File: config.mk
export PLATFORM = sky130hd
export DESIGN_NAME = ntrc_cell
export DESIGN_NICKNAME = d
export VERILOG_FILES = /design/src/design/assert_macros.svh /design/src/design/ntrc_pkg.sv /design/src/design/ntrc_cell.sv
export SDC_FILE = /design/constraint.sdc
export NUM_CORES = 1
export LEC_CHECK = 0
export BUFFER_PORTS_ARGS = -buffer_cell sky130_fd_sc_hd__clkbuf_2
export CORE_AREA = 2 2 218 220
export DETAILED_ROUTE_END_ITERATION = 8
export DIE_AREA = 0 0 220 222
export PLACE_DENSITY = 0.49
export SLEW_MARGIN = 40
export SYNTH_ARGS = -nofsm -noshare
export SYNTH_HDL_FRONTEND = slang
export SYNTH_SLANG_ARGS = --single-unit
File: constraint.sdc
create_clock -name clk -period 20.4 [get_ports clk]
set_input_delay 1.02 -clock clk [delete_from_list [all_inputs] [get_ports clk]]
set_output_delay 1.02 -clock clk [all_outputs]
set_load 0.1 [all_outputs]
File: src/design/assert_macros.svh
// Assertion helpers, empty under synthesis.
`ifndef ASSERT_MACROS_SVH
`define ASSERT_MACROS_SVH

`ifndef SYNTHESIS
`define ASSERT_PROP(label, clk, rst, prop) \
  label: assert property (@(posedge clk) disable iff (rst) prop) \
    else $error("assertion failed");
`define ASSERT_NEVER(label, clk, rst, cond) \
  label: assert property (@(posedge clk) disable iff (rst) !(cond)) \
    else $error("forbidden condition");
`else
`define ASSERT_PROP(label, clk, rst, prop)
`define ASSERT_NEVER(label, clk, rst, cond)
`endif

`endif

File: src/design/ntrc_pkg.sv
package ntrc_pkg;

  localparam int CLOCK_HZ  = 90000;
  localparam int WINDOW_MS = 100;
  localparam int MS_PER_S  = 1000;
  localparam logic [32:0] WINDOW_RESET = 33'(CLOCK_HZ * WINDOW_MS / MS_PER_S);

  localparam logic MODE_STORE = 1'b0;
  localparam logic MODE_TAKE  = 1'b1;

  localparam logic [2:0] STATUS_NEW     = 3'd0;
  localparam logic [2:0] STATUS_REPLACE = 3'd1;
  localparam logic [2:0] STATUS_IGNORED = 3'd2;
  localparam logic [2:0] STATUS_FULL    = 3'd3;
  localparam logic [2:0] STATUS_TAKEN   = 3'd4;
  localparam logic [2:0] STATUS_NOMATCH = 3'd5;

  localparam logic [4:0] PURGE_MAX = 5'd31;

  typedef struct packed {
    logic               mode;
    logic signed [31:0] key;
    logic signed [33:0] stamp;
    logic [47:0]        now;
  } query_t;

  typedef struct packed {
    logic        valid;
    logic [4:0]  purged;
    logic        best_hit;
    logic [32:0] best_dist;
    logic        id_hit;
    logic        free_hit;
  } token_t;

  typedef struct packed {
    logic signed [31:0] id;
    logic signed [33:0] stamp;
    logic [47:0]        expire;
    logic [31:0]        payload;
  } entry_t;

  typedef struct packed {
    logic   en;
    logic   clear;
    entry_t data;
  } commit_t;

endpackage

File: src/design/ntrc_cell.sv
module ntrc_cell #(
  parameter int CELL_IDX = 0,
  parameter int IDX_W    = 4
) (
  input  logic                clk,
  input  logic                rst,
  input  ntrc_pkg::query_t    query,
  input  logic [32:0]         match_window,
  input  ntrc_pkg::commit_t   commit,
  input  logic [IDX_W-1:0]    commit_idx,
  input  ntrc_pkg::token_t    tok_in,
  input  logic [IDX_W-1:0]    best_idx_in,
  input  logic [IDX_W-1:0]    id_idx_in,
  input  logic [IDX_W-1:0]    free_idx_in,
  output ntrc_pkg::token_t    tok_out,
  output logic [IDX_W-1:0]    best_idx_out,
  output logic [IDX_W-1:0]    id_idx_out,
  output logic [IDX_W-1:0]    free_idx_out,
  output ntrc_pkg::entry_t    entry
);

  localparam logic [IDX_W-1:0] MyIdx = IDX_W'(CELL_IDX);

  logic               valid;
  logic               expired;
  logic               valid_eff;
  logic               id_match;
  logic signed [34:0] diff;
  logic [34:0]        mag;
  logic [32:0]        span;
  logic               stamp_cand;
  logic               mine;
  ntrc_pkg::token_t   tok_next;

  assign mine      = commit.en && (commit_idx == MyIdx);
  assign expired   = valid && (query.mode == ntrc_pkg::MODE_TAKE) &&
                     (entry.expire < query.now);
  assign valid_eff = valid && !expired;
  assign id_match  = valid_eff && (entry.id == query.key);

  assign diff = {entry.stamp[33], entry.stamp} - {query.stamp[33], query.stamp};
  assign mag  = diff[34] ? 35'(-diff) : 35'(diff);
  assign span = mag[32:0];

  assign stamp_cand = (query.mode == ntrc_pkg::MODE_TAKE) && valid_eff &&
                      !query.stamp[33] && !entry.stamp[33] &&
                      (span <= match_window) &&
                      (!tok_in.best_hit || (span < tok_in.best_dist));

  always_comb begin
    tok_next = tok_in;
    if (expired && (tok_in.purged != ntrc_pkg::PURGE_MAX)) begin
      tok_next.purged = tok_in.purged + 5'd1;
    end
    if (stamp_cand) begin
      tok_next.best_hit  = 1'b1;
      tok_next.best_dist = span;
    end
    if (id_match) begin
      tok_next.id_hit = 1'b1;
    end
    if (!valid) begin
      tok_next.free_hit = 1'b1;
    end
  end

  always_ff @(posedge clk) begin
    if (rst) begin
      tok_out <= '0;
    end else begin
      tok_out <= tok_in.valid ? tok_next : '0;
    end
  end

  always_ff @(posedge clk) begin
    best_idx_out <= stamp_cand ? MyIdx : best_idx_in;
    id_idx_out   <= (id_match && !tok_in.id_hit) ? MyIdx : id_idx_in;
    free_idx_out <= (!valid && !tok_in.free_hit) ? MyIdx : free_idx_in;
  end

  always_ff @(posedge clk) begin
    if (rst) begin
      valid <= 1'b0;
    end else if (mine) begin
      valid <= !commit.clear;
    end else if (tok_in.valid && expired) begin
      valid <= 1'b0;
    end
  end

  always_ff @(posedge clk) begin
    if (mine && !commit.clear) begin
      entry <= commit.data;
    end
  end

endmodule

==> qor.csv, run 1 <==
metric,value,unit
finalHoldViolCount,0,
ys_warn_count,0,
ys_ff_latch,201,
fin_crit_sh,0.3418,
hold_path_depth,1,
vias,11603,
cp-start-kind,primary input,
seq_area,5485,um^2
portBuffers,555,
initial_core_util,0.2747,
leakagePower,8.219,nW
drive_gt1_frac,0.3463,
arrival,7.41,ns
drtIter0Drc,695,
utilization,0.3692,
gp_congestion,0.9340,
ys_seq_area_frac,0.4316,
grt_pass1_wl,72420,um
synth_edf_count,146,
cts-resized-gates,0,
r2r_end,tok_out[33]$_SDFF_PP0_,
grt_overflow,0,
antenna_found_initial,14,
fin_skew,0.03332,ns
finalSetupTns,0,ns
vias_per_cell,4.711,
layout.nets,2340,
core_area,46260,um^2
cts_tree,done,
setup_viol,0,
dieWidth,220,um
timing.rr.start,entry[80]$_DFFE_PP_,
rsz0062_at_grt,false,
max_slew_margin,0.4793,
clock_sinks,201,
cts_buffers,26,
reg2reg_depth,24,
maxSlewViolCount,0,
drc_errors,0,
required,20.84,ns
hold_path.class,flop to flop,
clock_path_buffers,3,
grt_pass1_vias,11629,
cap_violations,0,
ff2ff_setup_slack,13.48,ns
synth_cell_types,85,
crit_fanout,49,
drt_wl_total,50190,um
multi_input_area,6436,um^2
io_pins,556,
die_area,48840,um^2
p_per_area,72.70,nW/um^2
criticalPathCategory,primary input to flop,
synth.avg_cell_area,10.00,um^2
status,"finished, final reports clean",
clock.fmax,0.1434,GHz
grt.total_usage,0.1996,
synthesis.area,12710,um^2
finalPower,1.242,mW
hold_start,valid$_SDFFE_PP0P_,
dpl.hpwl,43300,um
tightest_slew,0.7799,ns
synth-main-ff-cell,edfxtp_1,
ir_drop,0.07177,mV
postSynthCellCount,1271,
synth_nets,1777,
path_clk_slew,0.06,ns
final_antenna_net_count,0,
async_reset_ff_frac,0,
critPathCaptureType,flop,
finalCriticalPeriod,6.973,ns
fillCellCount,4835,
area_growth_syn_to_layout,34.39,%
post-cts-setup-buffers,0,
clk_latency,0.58,ns
grt_max_degree,65,
cts-root-buf,clkbuf_16,
ctsHoldBuffers,0,
wl_per_cell,20.38,um
core.rowCount,79,
min_to,tok_out[0]$_SDFF_PP0_,
die_h,222,um
dr.pass1.iters,7,
cts_htree_levels,1,
[power breakdown]
group	internal, mW	switching, mW	total [mW]
sequential	0.446	0.00385	0.450
combinational	0.104	0.193	0.298
clock	0.303	0.191	0.494
[sequential cells by signal, indices dropped and copies added, names as in the netlist]
| register | flops |
|---|---|
| entry | 146 |
| tok_out | 42 |
| best_idx_out | 4 |
| free_idx_out | 4 |
| id_idx_out | 4 |
| valid | 1 |
[cell type report]
class	instances	area share
diodes	2	0.0002930
well taps	607	0.04447
flip-flops and latches	201	0.3211
inverters	167	0.03670
multi-input cells	875	0.3768
clock inverters	13	0.01091
clock buffers	35	0.04278
repair buffers	563	0.1669
[worst max path at each step]
stage	slack, ns	depth (start not counted)	start	endpoint
after global routing	12.87	24	entry[80]$_DFFE_PP_	tok_out[7]$_SDFF_PP0_
after floorplan	12.28	3	commit_idx[1]	entry[0]$_DFFE_PP_
after CTS	13.47	24	entry[80]$_DFFE_PP_	tok_out[33]$_SDFF_PP0_
after global placement	13.13	24	query[48]	tok_out[26]$_SDFF_PP0_
after detailed placement	12.90	24	query[48]	tok_out[12]$_SDFF_PP0_
final	13.43	24	query[48]	tok_out[33]$_SDFF_PP0_
[synthesized netlist by cell type (all sizes together) (5+ instances only)]
master | instances | area share
inv | 167 | 0.049
ha | 149 | 0.15
edfxtp | 146 | 0.34
nand2 | 105 | 0.031
a21oi | 94 | 0.038
nor2 | 71 | 0.021
o21ai | 58 | 0.023
dfxtp | 55 | 0.087
xnor2 | 51 | 0.037
nand4 | 31 | 0.015
xor2 | 30 | 0.021
a211oi | 27 | 0.016
a21o | 26 | 0.015
clkbuf | 21 | 0.0096
nand3 | 21 | 0.0083
nor4 | 18 | 0.011
nor2b | 17 | 0.0084
nor3 | 15 | 0.0063
and3 | 12 | 0.0060
o211ai | 10 | 0.0063
o21a | 10 | 0.0059
and4 | 8 | 0.0055
o211a | 8 | 0.0063
or2 | 8 | 0.0039
a2111oi | 7 | 0.0048
a31oi | 7 | 0.0034
and2 | 7 | 0.0035
buf | 7 | 0.0036
or4 | 7 | 0.0047
mux2i | 6 | 0.0047
a211o | 5 | 0.0034
nand2b | 5 | 0.0025
nor3b | 5 | 0.0030
o2111ai | 5 | 0.0048
o31ai | 5 | 0.0030
[logic make-up (layout without fill, tap and decap cells)]
group / count (synthesis) / after routing / synth area share
other cells: 0 / 2 / 0
flops: 201 / 201 / 0.4316
simple gates: 337 / 337 / 0.1363
fa+ha+maj: 150 / 150 / 0.1483
compound gates: 299 / 299 / 0.1574
mux: 8 / 8 / 0.006497
buf+inv: 195 / 778 / 0.06261
xor+xnor: 81 / 81 / 0.05729
[layout by cell type (no fill, tap or decap), types with 30 or more instances in the layout]
cell / instances
ha_1: 149
clkbuf_2: 555
inv_1: 166
o21ai_0: 51
nand4_1: 31
xor2_1: 30
a21oi_1: 91
nand2_1: 104
nor2_1: 70
dfxtp_1: 55
xnor2_1: 50
edfxtp_1: 146
[per-layer routing]
layer	GRT usage	vias to the layer above	part of all wire
met4	0.05239	16	0.026
met5	0	-	0.0018
met1	0.2390	5354	0.40
met3	0.05501	83	0.079
met2	0.3489	418	0.49
li1	-	5732	-
[worst max-delay path: stages]
cell	delay [ns]
clkbuf_2	0.08
ha_1	0.16
inv_1	0.06
fa_1	0.45
a21oi_2	0.24
o21ai_1	0.12
a311oi_2	0.48
o21ai_2	0.12
nand4bb_4	0.25
or4_4	0.61
nor4_4	0.42
nand4_1	0.28
nand2_1	0.17
xor2_1	0.10
ha_1	0.32
nand3_1	0.10
nor4_1	0.53
nand3_1	0.17
o311ai_0	0.49
nor3_2	0.08
buf_4	0.23
inv_2	0.60
a21oi_1	0.16
o21a_1	0.15
[metrics by stage]
stage,area (um^2),hold WS (ns),std cells,setup WS [ns]
2_1_floorplan,12710,0.4588,1271,12.28
3_3_place_gp,16140,0.5501,2412,13.13
3_5_place_dp,16140,0.5383,2412,12.90
4_1_cts,17060,0.5605,2460,13.47
5_1_grt,17080,0.5794,2463,12.87
6_report,17080,0.5726,2463,13.43
Note: power is estimated with default switching activity, not from simulation.
==> inputs of run 2 (changes only) <==
- clock period: 20.4 -> 6.6 ns (I/O delays scaled with it)
==> run 2 against run 1 <==
  * Worst hold slack lost 0.54 ns
  * Sequential cell count did not move
  * Clock power rose to 2.7 times the previous value
  * Utilization is 3.3 points higher
  * Non-clock buffer count rose by 166
  * Combinational power rose to 3.4 times the previous value
  * First-iteration DRC count fell by 3.7%
  * Largest cell class unchanged
==> qor.csv, run 2 (synthesis results as in run 1) <==
metric,value,unit
status,"finished, final reports clean",
dieWidth,220,um
drt_wl_total,50810,um
fillCellCount,4695,
vias_per_cell,4.681,
leakagePower,8.852,nW
dr.pass1.iters,5,
grt_overflow,0,
required,7.05,ns
pwr-share-comb,0.270,
grt_busiest_layer,met2,
gp_congestion,0.9247,
rsz0062_at_grt,false,
grt_max_degree,73,
fin_area,18600,um^2
io_pins,556,
arrival,6.47,ns
die_area,48840,um^2
grt_use_met2,0.3538,
core_area,46260,um^2
cts_tree,done,
critPathCaptureType,flop,
dpl.hpwl,42490,um
vias,12307,
initial_core_util,0.2747,
internal_power,2.545,mW
ir_drop,0.1887,mV
clock.fmax,0.1659,GHz
clock_path_buffers,3,
sw_frac_of_total,0.3180,
finalHoldViolCount,0,
max_stage_delay,0.46,ns
finalCriticalPeriod,6.027,ns
largest_reg_flops,146,
final_antenna_net_count,0,
cts_htree_levels,1,
layout.nets,2505,
crit_fanout,25,
seq_power_share,0.373,
hold_path.class,primary input to flop,
tightest_slew,0.7021,ns
die_h,222,um
path_clk_slew,0.06,ns
largestRegisters,"entry (146), tok_out (42)",
final_cell_mix,"555 x clkbuf_2, 166 x inv_1, 159 x dlygate4sd3_1, 149 x ha_1, 146 x edfxtp_1",
netSwitchingPower,1.187,mW
utilization,0.4021,
portBuffers,555,
finalSetupTns,0,ns
clockPowerShare,0.358,
core.rowCount,79,
cap_violations,0,
p_per_area,200.6,nW/um^2
cts_buffers,25,
fin_skew,0.008876,ns
worst_path_max_delay_cell,fa_1,
clock_sinks,201,
wl_per_cell,19.33,um
path_cells,inv_1 -> ha_1 -> inv_1 -> fa_1 -> a21oi_2 -> o211ai_1 -> and3_1 -> or3_1 -> a32oi_1 -> o2111ai_4 -> nor4_4 -> a21oi_1 -> xor2_1 -> ha_1 -> a211oi_1 -> o21ai_0 -> o211ai_1 -> a21oi_1 -> a2111oi_0 -> o21bai_1 -> nor3_2 -> inv_2 -> buf_4 -> a211oi_1,
cp-start-kind,flop,
maxSlewViolCount,0,
drive_gt1_frac,0.3185,
use_met3,0.05350,
layout_commonest_cell,clkbuf_2,
setup_viol,0,
drc_errors,0,
grt_pass1_wl,73870,um
max_slew_margin,0.5304,
placed_area,16190,um^2
use_met1,0.2365,
criticalPathCategory,flop to flop,
largest_register,entry,
grt.total_usage,0.1999,
cts-root-buf,clkbuf_16,
drtIter0Drc,669,
antenna_found_initial,15,
fin_crit_sh,0.9132,
grt_pass1_vias,12456,
clk_latency,0.54,ns
area_growth_syn_to_layout,46.36,%
[run 2: cell types whose count changed in the layout (fill, tap and decap cells not counted), sizes merged]
cell         previous run  this run
clkbuf                590       588
buf                     8        15
dlygate4sd3             0       159
bufinv                  4         1
diode                   2         6
clkinv                  6         8
clkinvlp                1         0
[run 2: worst paths after layout]
path | startpoint | to | slack (ns) | cells past startpoint
worst max-delay path | entry[80]$_DFFE_PP_ | tok_out[25]$_SDFF_PP0_ | 0.57 | 24
worst min-delay path | tok_in[16] | tok_out[16]$_SDFF_PP0_ | 0.04 | 3
worst max register to register | entry[80]$_DFFE_PP_ | tok_out[25]$_SDFF_PP0_ | 0.57 | 24
worst min register to register | valid$_SDFFE_PP0P_ | tok_out[0]$_SDFF_PP0_ | 0.52 | 1
[run 2: per-layer routing]
| layer | part of all wire | wire length, um |
|---|---|---|
| met3 | 0.071 | 3612 |
| met4 | 0.026 | 1334 |
| met2 | 0.50 | 25420 |
| met5 | 0.0014 | 70 |
| met1 | 0.40 | 20370 |
[run 2: stage by stage]
stage,hold WS [ns],setup slack [ns],power (mW),cells
after global placement,0.5013,0.5219,2.331,2418
after detailed placement,0.5032,0.3721,2.340,2418
final,0.03719,0.5730,3.732,2629
after floorplan,0.4024,0.3298,2.045,1271
after CTS,0.003949,0.3347,3.776,2621
after global routing,0.02862,0.07239,3.916,2628
[run 2: power groups by stage]
stage,Combinational [mW],Sequential [mW],Clock [mW]
floorplan,0.455,1.59,0
global placement,0.913,1.42,0
detailed placement,0.923,1.42,0
CTS,1.01,1.39,1.38
global route,1.10,1.39,1.42
finish,1.01,1.39,1.33
[run 2: repair_timing]
action                     in CTS  in global routing
hold endpoints to repair      159                  0
setup endpoints to repair       0                 32
hold buffers                  159                  0
resized for setup               0                  3
buffers inserted                0                  2
[run 2: area by class of cell]
| cell class | count | area (um^2) | share of cell area |
|---|---|---|---|
| clock inverters | 11 | 82.58 | 0.004439 |
| inverters | 167 | 626.9 | 0.03370 |
| repair buffers | 729 | 4486 | 0.2411 |
| well taps | 607 | 759.5 | 0.04083 |
| diodes | 6 | 15.01 | 0.0008072 |
| flip-flops and latches | 201 | 5485 | 0.2949 |
| clock buffers | 33 | 696.9 | 0.03747 |
| multi-input cells | 875 | 6450 | 0.3467 |
[run 2: critical path, delay by kind of cell (launching register included)]
| kind | cells | cell delay (ns) |
|---|---|---|
| compound gates | 12 | 2.67 |
| simple gates | 4 | 1.25 |
| fa+ha+maj | 3 | 0.91 |
| buf+inv | 4 | 0.45 |
| flops | 1 | 0.37 |
| xor+xnor | 1 | 0.24 |
